`src/hw/rtl/tksi_pkg.sv`:
```
package tksi_pkg;

  localparam int MAX_ENTRIES = 16;
  localparam int IDX_W = (MAX_ENTRIES > 1) ? $clog2(MAX_ENTRIES) : 1;
  localparam int CNT_W = $clog2(MAX_ENTRIES + 1);
  localparam int CAP_W = 5;
  localparam int KEY_W = 32;
  localparam int ID_W = 32;
  localparam int RIDX_W = 4;
  localparam int PLACED_W = 4;
  localparam int HELD_W = 5;
  localparam int IN_DATA_W = 72;
  localparam int OUT_DATA_W = 80;
  localparam int CFG_IDX_W = 2;
  localparam int CFG_DATA_W = 5;

  // Common widths for comparing counts against the narrow fields.
  localparam int RD_W = (CNT_W > RIDX_W) ? CNT_W : RIDX_W;
  localparam int PL_W = (CNT_W > PLACED_W) ? CNT_W : PLACED_W;
  localparam int CW_W = (CNT_W > CAP_W) ? CNT_W : CAP_W;

  typedef enum logic [1:0] {
    CMD_INSERT = 2'd0,
    CMD_READ   = 2'd1,
    CMD_CLEAR  = 2'd2
  } cmd_t;

  localparam logic [CFG_IDX_W-1:0] REG_CAPACITY = 2'd0;
  localparam logic [CFG_IDX_W-1:0] REG_TIES_AFTER = 2'd1;

  typedef enum logic [1:0] {
    ST_IDLE    = 2'd0,
    ST_COMPARE = 2'd1,
    ST_EXECUTE = 2'd2
  } state_t;

  typedef struct packed {
    logic capture;
    logic compare;
    logic execute;
  } ctrl_cmd_t;

  function automatic logic [CAP_W-1:0] clamp_capacity(input logic [CAP_W-1:0] v);
    logic [CAP_W-1:0] c;
    c = v;
    if (c == '0) c = CAP_W'(1);
    if (int'(c) > MAX_ENTRIES) c = CAP_W'(MAX_ENTRIES);
    return c;
  endfunction

endpackage

```
`src/hw/rtl/tksi_ctrl.sv`:
```
module tksi_ctrl (
  input  logic                  clk,
  input  logic                  rst,
  input  logic                  s_tvalid,
  output logic                  s_tready,
  output logic                  m_tvalid,
  input  logic                  m_tready,
  output tksi_pkg::ctrl_cmd_t   cmd
);

  tksi_pkg::state_t state, state_next;
  logic out_valid;

  always_ff @(posedge clk) begin
    if (rst) begin
      state <= tksi_pkg::ST_IDLE;
    end else begin
      state <= state_next;
    end
  end

  always_comb begin
    state_next = state;
    cmd = '0;
    s_tready = 1'b0;
    unique case (state)
      tksi_pkg::ST_IDLE: begin
        s_tready = 1'b1;
        if (s_tvalid) begin
          cmd.capture = 1'b1;
          state_next = tksi_pkg::ST_COMPARE;
        end
      end
      tksi_pkg::ST_COMPARE: begin
        cmd.compare = 1'b1;
        state_next = tksi_pkg::ST_EXECUTE;
      end
      tksi_pkg::ST_EXECUTE: begin
        if (!out_valid || m_tready) begin
          cmd.execute = 1'b1;
          state_next = tksi_pkg::ST_IDLE;
        end
      end
      default: begin
        state_next = tksi_pkg::ST_IDLE;
      end
    endcase
  end

  always_ff @(posedge clk) begin
    if (rst) begin
      out_valid <= 1'b0;
    end else if (cmd.execute) begin
      out_valid <= 1'b1;
    end else if (m_tready) begin
      out_valid <= 1'b0;
    end
  end

  assign m_tvalid = out_valid;

endmodule

```
`src/hw/rtl/tksi_datapath.sv`:
```
module tksi_datapath (
  input  logic                                clk,
  input  logic                                rst,
  input  tksi_pkg::ctrl_cmd_t                 cmd,
  input  logic [tksi_pkg::IN_DATA_W-1:0]      s_tdata,
  input  logic [1:0]                          s_tuser,
  output logic [tksi_pkg::OUT_DATA_W-1:0]     m_tdata,
  input  logic                                cfg_we,
  input  logic [tksi_pkg::CFG_IDX_W-1:0]      cfg_index,
  input  logic [tksi_pkg::CFG_DATA_W-1:0]     cfg_data
);

  localparam int N = tksi_pkg::MAX_ENTRIES;

  logic [tksi_pkg::ID_W-1:0]         entry_ids [N];
  logic signed [tksi_pkg::KEY_W-1:0] entry_keys [N];
  logic [tksi_pkg::CNT_W-1:0]        fill_count;
  logic [tksi_pkg::CAP_W-1:0]        capacity;
  logic                              ties_after;

  tksi_pkg::cmd_t                    cmd_r;
  logic [tksi_pkg::ID_W-1:0]         id_r;
  logic signed [tksi_pkg::KEY_W-1:0] key_r;
  logic [tksi_pkg::RIDX_W-1:0]       ridx_r;

  logic [N-1:0]                      gt, gt_next;
  logic [tksi_pkg::CNT_W-1:0]        pos;
  logic [tksi_pkg::PL_W-1:0]         pos_pl;
  logic [tksi_pkg::CW_W-1:0]         cap_ext, fill_ext, pos_ext;
  logic [tksi_pkg::CW_W-1:0]         held_ext;
  logic                              accept, full;
  logic [tksi_pkg::RD_W-1:0]         ridx_ext;
  logic                              rd_hit;
  logic                              do_insert;
  logic [tksi_pkg::CAP_W-1:0]        cap_new;

  logic                              accepted;
  logic [tksi_pkg::PLACED_W-1:0]     placed_at;
  logic [tksi_pkg::HELD_W-1:0]       entries_held;
  logic                              read_valid;
  logic [tksi_pkg::ID_W-1:0]         read_id;
  logic [tksi_pkg::KEY_W-1:0]        read_key;
  logic [tksi_pkg::CNT_W-1:0]        fill_next;

  always_ff @(posedge clk) begin
    if (cmd.capture) begin
      cmd_r <= tksi_pkg::cmd_t'(s_tuser);
      id_r <= s_tdata[31:0];
      key_r <= s_tdata[63:32];
      ridx_r <= s_tdata[67:64];
    end
  end

  always_comb begin
    for (int i = 0; i < N; i++) begin
      gt_next[i] = (tksi_pkg::CNT_W'(i) < fill_count) &&
                   ((entry_keys[i] > key_r) || (ties_after && (entry_keys[i] == key_r)));
    end
  end

  always_ff @(posedge clk) begin
    if (cmd.compare) begin
      gt <= gt_next;
    end
  end

  // The comparison vector is a thermometer code, so the insert point is one past its top.
  always_comb begin
    pos = '0;
    for (int i = 0; i < N; i++) begin
      if (gt[i]) pos = tksi_pkg::CNT_W'(i + 1);
    end
  end

  assign pos_pl = tksi_pkg::PL_W'(pos);
  assign cap_ext = tksi_pkg::CW_W'(capacity);
  assign fill_ext = tksi_pkg::CW_W'(fill_count);
  assign pos_ext = tksi_pkg::CW_W'(pos);
  assign accept = pos_ext < cap_ext;
  assign full = fill_ext >= cap_ext;
  assign do_insert = cmd.execute && (cmd_r == tksi_pkg::CMD_INSERT) && accept;

  assign ridx_ext = tksi_pkg::RD_W'(ridx_r);
  assign rd_hit = ridx_ext < tksi_pkg::RD_W'(fill_count);

  for (genvar g = 0; g < N; g++) begin : g_cell
    always_ff @(posedge clk) begin
      if (do_insert && !gt[g]) begin
        if (g == 0) begin
          entry_ids[g] <= id_r;
          entry_keys[g] <= key_r;
        end else if (gt[(g > 0) ? g - 1 : 0]) begin
          entry_ids[g] <= id_r;
          entry_keys[g] <= key_r;
        end else begin
          entry_ids[g] <= entry_ids[(g > 0) ? g - 1 : 0];
          entry_keys[g] <= entry_keys[(g > 0) ? g - 1 : 0];
        end
      end
    end
  end

  always_comb begin
    fill_next = fill_count;
    accepted = 1'b0;
    placed_at = '0;
    read_valid = 1'b0;
    read_id = '0;
    read_key = '0;
    case (cmd_r)
      tksi_pkg::CMD_INSERT: begin
        if (accept) begin
          accepted = 1'b1;
          placed_at = pos_pl[tksi_pkg::PLACED_W-1:0];
          if (!full) fill_next = fill_count + tksi_pkg::CNT_W'(1);
        end
      end
      tksi_pkg::CMD_READ: begin
        if (rd_hit) begin
          read_valid = 1'b1;
          read_id = entry_ids[ridx_ext[tksi_pkg::IDX_W-1:0]];
          read_key = entry_keys[ridx_ext[tksi_pkg::IDX_W-1:0]];
        end
      end
      tksi_pkg::CMD_CLEAR: begin
        fill_next = '0;
      end
      default: begin
      end
    endcase
    held_ext = tksi_pkg::CW_W'(fill_next);
    entries_held = held_ext[tksi_pkg::HELD_W-1:0];
  end

  assign cap_new = tksi_pkg::clamp_capacity(cfg_data);

  always_ff @(posedge clk) begin
    if (rst) begin
      fill_count <= '0;
      capacity <= tksi_pkg::clamp_capacity(tksi_pkg::CAP_W'(16));
      ties_after <= 1'b0;
    end else if (cfg_we) begin
      if (cfg_index == tksi_pkg::REG_CAPACITY) begin
        capacity <= cap_new;
        if (fill_ext > tksi_pkg::CW_W'(cap_new)) fill_count <= tksi_pkg::CNT_W'(cap_new);
      end else if (cfg_index == tksi_pkg::REG_TIES_AFTER) begin
        ties_after <= cfg_data[0];
      end
    end else if (cmd.execute) begin
      fill_count <= fill_next;
    end
  end

  always_ff @(posedge clk) begin
    if (cmd.execute) begin
      m_tdata <= {5'b0, read_key, read_id, read_valid, entries_held, placed_at, accepted};
    end
  end

endmodule

```
`src/hw/rtl/top_k_sorted_insert.sv`:
```
// A transaction is captured at acceptance, its key is compared against every entry in parallel
// on the next cycle with the result registered, and the shift-insert or read then lands in the
// output register once it is free or being taken. One transaction is in progress at a time, so
// the next is not accepted until the last has been executed; a result left waiting holds the
// next transaction in its last step. Synchronous reset empties the list, sets the capacity to
// full depth and ties_after to 0.
module top_k_sorted_insert (
  input  logic                              clk,
  input  logic                              rst,
  input  logic                              s_tvalid,
  output logic                              s_tready,
  // item_id[31:0], item_key[63:32], read_index[67:64], zero fill above.
  input  logic [tksi_pkg::IN_DATA_W-1:0]    s_tdata,
  // command[1:0].
  input  logic [1:0]                        s_tuser,
  output logic                              m_tvalid,
  input  logic                              m_tready,
  // accepted[0], placed_at[4:1], entries_held[9:5], read_valid[10],
  // read_id[42:11], read_key[74:43], zero fill above.
  output logic [tksi_pkg::OUT_DATA_W-1:0]   m_tdata,
  input  logic                              cfg_valid,
  output logic                              cfg_ready,
  input  logic [tksi_pkg::CFG_IDX_W-1:0]    cfg_index,
  input  logic [tksi_pkg::CFG_DATA_W-1:0]   cfg_data
);

  tksi_pkg::ctrl_cmd_t cmd;

  assign cfg_ready = 1'b1;

  tksi_ctrl u_ctrl (
    .clk      (clk),
    .rst      (rst),
    .s_tvalid (s_tvalid),
    .s_tready (s_tready),
    .m_tvalid (m_tvalid),
    .m_tready (m_tready),
    .cmd      (cmd)
  );

  tksi_datapath u_datapath (
    .clk       (clk),
    .rst       (rst),
    .cmd       (cmd),
    .s_tdata   (s_tdata),
    .s_tuser   (s_tuser),
    .m_tdata   (m_tdata),
    .cfg_we    (cfg_valid && cfg_ready),
    .cfg_index (cfg_index),
    .cfg_data  (cfg_data)
  );

endmodule
```
`config.mk`:
```
export PLATFORM = sky130hd
export DESIGN_NAME = top_k_sorted_insert
export DESIGN_NICKNAME = d
export VERILOG_FILES = /design/src/hw/rtl/tksi_pkg.sv /design/src/hw/rtl/tksi_ctrl.sv /design/src/hw/rtl/tksi_datapath.sv /design/src/hw/rtl/top_k_sorted_insert.sv
export SDC_FILE = /design/constraint.sdc
export NUM_CORES = 2
export LEC_CHECK = 0
export ABC_CLOCK_PERIOD_IN_PS = 19700
export BUFFER_PORTS_ARGS = -buffer_cell sky130_fd_sc_hd__clkbuf_2
export CORE_UTILIZATION = 60
export CTS_CLUSTER_SIZE = 20
export DETAILED_ROUTE_END_ITERATION = 7
export PLACE_DENSITY = 0.86
export SYNTH_ARGS = -nofsm -noshare
export SYNTH_HDL_FRONTEND = slang
export SYNTH_SLANG_ARGS = --single-unit
```
`constraint.sdc`:
```
create_clock -name clk -period 19.7 [get_ports clk]
set_input_delay 2.955 -clock clk [delete_from_list [all_inputs] [get_ports clk]]
set_output_delay 2.955 -clock clk [all_outputs]
set_load 0.01 [all_outputs]
```
---- After elaboration in Yosys (flattened, before gate mapping) ----
Memories as Yosys holds them, arrays and structs flattened. A register that Yosys moved wholly into a read port is not among the register bits.
Cells that the tools add are included.
operators by class
  $add $sub $neg .......................... 1
  magnitude comparators ................... 37
  eq/ne operators ......................... 25
  multiplexer cells ....................... 160
  bitwise logic cells ..................... 31
  reduce and logical (&&, ||, !) cells .... 98
operators by type and width
  kind                                                                          number
  32-bit 2-to-1 mux                                                             30
  32-bit equality test                                                          16
  32-bit greater-than comparator                                                16
  1-bit 2-to-1 mux                                                              103
  1-bit logical AND                                                             50
  5-bit 2-to-1 mux                                                              9
  4-bit by 5-bit less-than comparator with 1-bit output (first input constant)  8
  4-bit 2-to-1 mux                                                              8
  1-bit bitwise OR                                                              30
  3-bit by 5-bit less-than comparator with 1-bit output (first input constant)  4
  1-bit logical NOT                                                             19
  1-bit logical OR                                                              17
  3-bit 2-to-1 mux                                                              4
  1-bit by 5-bit less-than comparator with 1-bit output (first input constant)  2
  2-bit by 5-bit less-than comparator with 1-bit output (first input constant)  2
  5-bit one-hot mux with 2 select lines                                         1
  2-bit 2-to-1 mux                                                              4
  2-bit AND reduction                                                           4
  2-bit by 1-bit equality test with 1-bit output (second input constant)        3
  2-bit logical NOT                                                             3
  2-bit by 1-bit inequality test with 1-bit output (second input constant)      3
  2-bit one-hot mux with 3 select lines                                         1
  3-bit AND reduction                                                           2
  5-bit by 1-bit adder with 5-bit output (second input constant)                1
  10 further kinds                                                              12
word-level totals
  bits in registers ....................... 111
  bits in writable memories ............... 1024
  input bits .............................. 86
  output and inout port bits .............. 83
  memories kept ........................... 2
memories
  name                   depth  width  rd ports  clocked after memory_dff  write ports  RTL line             RTL
  u_datapath.entry_ids   16     32     16        1                         16           tksi_datapath.sv:15  logic [tksi_pkg::ID_W-1:0] entry_ids [N];
  u_datapath.entry_keys  16     32     17        1                         16           tksi_datapath.sv:16  logic signed [tksi_pkg::KEY_W-1:0] entry_keys [N];

---- Logic depth before layout (Yosys ltp) ----
  depth in word-level cells ............... 22
  depth in mapped cells ................... 18
  depth with buffers taken out ............ 14

---- By module ----
From an unflattened synthesis, not the netlist that was laid out.
unflattened totals
  cell total of the unflattened synthesis .. 4485
  area total of the unflattened synthesis .. 68107.8 um^2
by module, submodules not included
  module               instances  cells an instance  area each (um^2)
  tksi_datapath        1          4470               67957.7
  tksi_ctrl            1          13                 138.9
  top_k_sorted_insert  1          2                  11.3

---- Worst setup path after synthesis ----
Ideal clock, no wire load.
  path type ............................... input-to-reg
  start ................................... input port m_tready
  end ..................................... memory u_datapath.entry_ids[10][0] (netlist bit), enable pin
  setup time .............................. 0.487 ns
  arrival ................................. 9.809 ns
  data required time ...................... 19.213 ns
  slack ................................... 9.405 ns
  cell stages on the path ................. 6
  path buffers ............................ 2
  cell sequence ........................... nor2b_1 nor2_1 nand3_2 buf_2 clkbuf_1 nor2_1
RTL lines
  item         RTL line                   RTL
  from (decl)  top_k_sorted_insert.sv:17  input logic m_tready,
  to (decl)    tksi_datapath.sv:15

==> flow_summary.yaml <==
setup_path:
  critPathCaptureType: "register"
  crit_required_ns: 20.22
  path_max_fanout: 42
  crit_family: "buffers and inverters"
  critPathSlowestCell: "buf_4"
  cp_cell_sequence: "clkbuf_2, nor2b_1, nor2_4, nand3_2, buf_4, or3_4, buf_4, mux2_2"
  crit_start: "m_tready"
  cp.buffers_inverters: 3
  reg2reg_depth: 13
  crit_top_cell: "buf_4"
  cp.depth: 8
  cp-start-kind: "primary input"
  critPathArrivalTime_ns: 6.46
  worst_r2r_startpoint: "u_datapath.gt[10]"
  crit_type: "in -> reg"
  worst_path_largest_cell_delay_ns: 0.95
clocking:
  cts_max_level: 4
  cts_root_buf: "clkbuf_16"
  cts_inserted_buffers: 131
  clk_pin_slew_worst_paths_ns: 0.06
  clock_latency_ns: 0.79
  cts_tree: "done"
  ctsHoldBuffers: 0
  cts.sinks: 1199
  cts_resized: 0
  clock_path_buffers: 3
  cts_setup_buffers: 0
synthesis:
  yosysWarningCount: 0
  synthArstFlopShare_pct: 0
  synth.avg_cell_area_um2: 15.73
  yosys.area.top_type_share_pct: 50.90
  synth_cell_types: 69
  synth-main-ff-cell: "edfxtp_1"
  synth-edff-count: 1185
  ys_seq_area_share_pct: 51.30
  synth-seq-cells: 1199
  syn_inst: 4445
  synth_area_leaders: "edfxtp_1 (51%), mux4_2 (10%), ha_1 (9.5%), mux2_2 (9.1%), mux2_4 (7.7%)"
  yosys.area.top_type: "edfxtp_1"
  syn_area_mm2: 0.06990
timing:
  finalSetupViolCount: 0
  layout_min_cycle_time_ns: 5.938
  skew_ns: 0.04146
  fin_crit_sh_pct: 30.14
  slew_headroom_pct: 13.86
  worst_pin_slew_ns: 1.282
  hold_viol: 0
  max_freq_mhz: 168.4
  finalMaxSlewViolations: 0
  tns_ns: 0
  rsz0062_at_grt: "false"
route:
  vias: 45430
  drc: 0
  viasPerCell: 7.351
  drt_iter0_drc: 6362
  final_antenna_net_count: 0
  wirelength_um: 208100
  wl_per_cell_um: 33.67
  drt_first_pass_iters: 7
global_route:
  grt_util_all_layers_pct: 35.37
  grt_max_degree: 125
  grt_pass1_vias: 44870
  antenna_found_initial: 1
  grt_pass1_wl_um: 303000
  gr-total-overflow: 0
status:
  outcome: "finished, final reports clean"
floorplan:
  coreArea_mm2: 0.1150
  die_h_um: 343.3
  num_rows: 124
  start_util_pct: 60.80
  die_area_mm2: 0.1179
  io_pins: 169
  die_width_um: 343.3
placement:
  globalplace.congestion: 1.032
  place_hpwl_um: 131300
  port_buffers: 158
power_and_ir_drop:
  power_mw: 5.878
  irDropWorstVdd_uv: 84.87
  leakage_nw: 28.37
  p_per_area_mw_per_mm2: 77.13
finish:
  multi_input_area_mm2: 0.03252
  area_delta_synth_final_pct: 9.005
  layout-drive-gt1-share_pct: 36.57
  regArea_mm2: 0.03586
  nets: 5183
  fill_cells: 7590
hold_path:
  min_path_type: "reg -> reg"
  holdPathStages: 2
  worstHoldStart: "u_datapath.cap_ext[0]"
flow_run:
  cap_violations: 0
-- where the power goes --
group	switching [mW]	internal (mW)	total (mW)	leakage (nW)
clock	1.09	1.34	2.43	1.98
combinational	0.277	0.280	0.558	15.5
sequential	0.0509	2.84	2.89	10.9
-- final cells by class --
class	instances	area share (%)
diodes	3	0.009852
clock buffers	163	4.557
clock inverters	68	0.8604
inverters	88	0.4335
multi-input cells	2903	42.67
flip-flops and latches	1199	47.07
well taps	1512	2.483
repair buffers	244	1.918
-- synthesized netlist by cell type (61+ instances only) --
master    number
edfxtp_1    1185
mux2_2       566
ha_1         530
mux2_4       360
mux4_2       320
a21oi_1      185
clkbuf_1     125
nor2_1       114
nand2_1       96
o21ai_0       96
nor2b_1       90
inv_1         86
nand4_1       85
nand3_1       61
-- metrics by stage --
stage               worst slack [ns]  instances  utilization [%]  hold WS, ns  area [µm²]
finish                         13.76       6180            66.28       0.5564       76200
global route                   13.63       6177            66.27       0.5695       76190
CTS                            13.88       6177            66.27       0.5555       76190
detailed placement             13.11       5946            62.68       0.5478       72060
global placement               13.13       5946            62.68       0.5342       72060
floorplan                      9.405       4449                -       0.5043       69920
-- worst reg2reg max path, stage by stage (launching register included) --
cell,delay [ns]
edfxtp_1,0.60
nor4_1,0.50
o41ai_1,0.17
a21oi_1,0.29
ha_1,0.30
a21oi_1,0.14
o21ai_0,0.14
nor4b_1,0.27
or2_1,0.30
nand3_2,0.13
buf_4,0.37
nor3_4,0.90
buf_4,1.00
mux2_2,0.49
-- path summary, 6_finish.rpt --
| check | endpoint | slack [ns] |
|---|---|---|
| setup reg to reg | u_datapath.entry_ids[4][5] | 13.87 |
| setup / recovery | u_datapath.entry_keys[9][1] | 13.76 |
| hold reg to reg | u_datapath.cap_ext[0] | 0.56 |
| hold / removal | u_datapath.cap_ext[0] | 0.56 |
-- per-layer routing --
layer,wire length (µm),vias to the layer above,global-route usage [%]
li1,-,18230,-
met1,76830,23060,47.87
met2,93440,3484,53.11
met3,25500,656,8.444
met4,12300,0,19.10
met5,0,-,0
-- cell families (layout without fill, tap and decap cells) --
logic type	after synthesis	after routing	synth area share, %
flip-flops	1199	1199	51.30
multiplexers	1296	1296	27.94
adder cells (fa/ha/maj)	530	530	9.486
other	2	9	0.01074
buffers and inverters	347	563	2.463
AND/OR/NAND/NOR	591	591	4.579
AO/OA/AOI/OAI	480	480	4.213
-- state kept, by name, indices dropped and copies added (netlist names) --
| name | count |
|---|---|
| u_ctrl.m_tvalid | 1 |
| u_ctrl.state | 2 |
| u_datapath.cap_ext | 5 |
| u_datapath.cmd_r | 2 |
| u_datapath.entry_ids | 512 |
| u_datapath.entry_keys | 512 |
| u_datapath.fill_count | 5 |
| u_datapath.gt | 16 |
| u_datapath.id_r | 32 |
| u_datapath.key_r | 32 |
| u_datapath.m_tdata | 75 |
| u_datapath.ridx_r | 4 |
| u_datapath.ties_after | 1 |
-- placed cells by master, fill, tap and decap left out, types with 10 or more instances in the layout --
cell,Yosys,final
nor3_1,34,33
ha_1,530,530
and3_1,14,14
nor2_4,0,17
dfxtp_1,14,14
clkbuf_2,1,158
mux2_1,38,38
nor4_1,16,15
nor2b_1,90,90
o21ai_0,96,96
nand4_1,85,85
and4_1,14,14
nand2b_1,18,18
a31oi_1,11,11
o22ai_1,10,10
a21oi_1,185,185
mux2_4,360,360
o21a_1,12,12
inv_1,86,86
buf_4,7,84
clkinv_1,2,31
a21o_1,54,54
nand2_1,96,96
mux2_2,566,566
mux4_2,320,320
o211ai_1,18,18
edfxtp_1,1185,1185
nand3_1,61,61
mux2i_1,12,12
a211oi_1,25,25
clkinv_2,0,13
nor2_1,114,97
clkbuf_16,0,134
clkbuf_1,125,28
No activity file was read; power rests on OpenSTA's default activity.
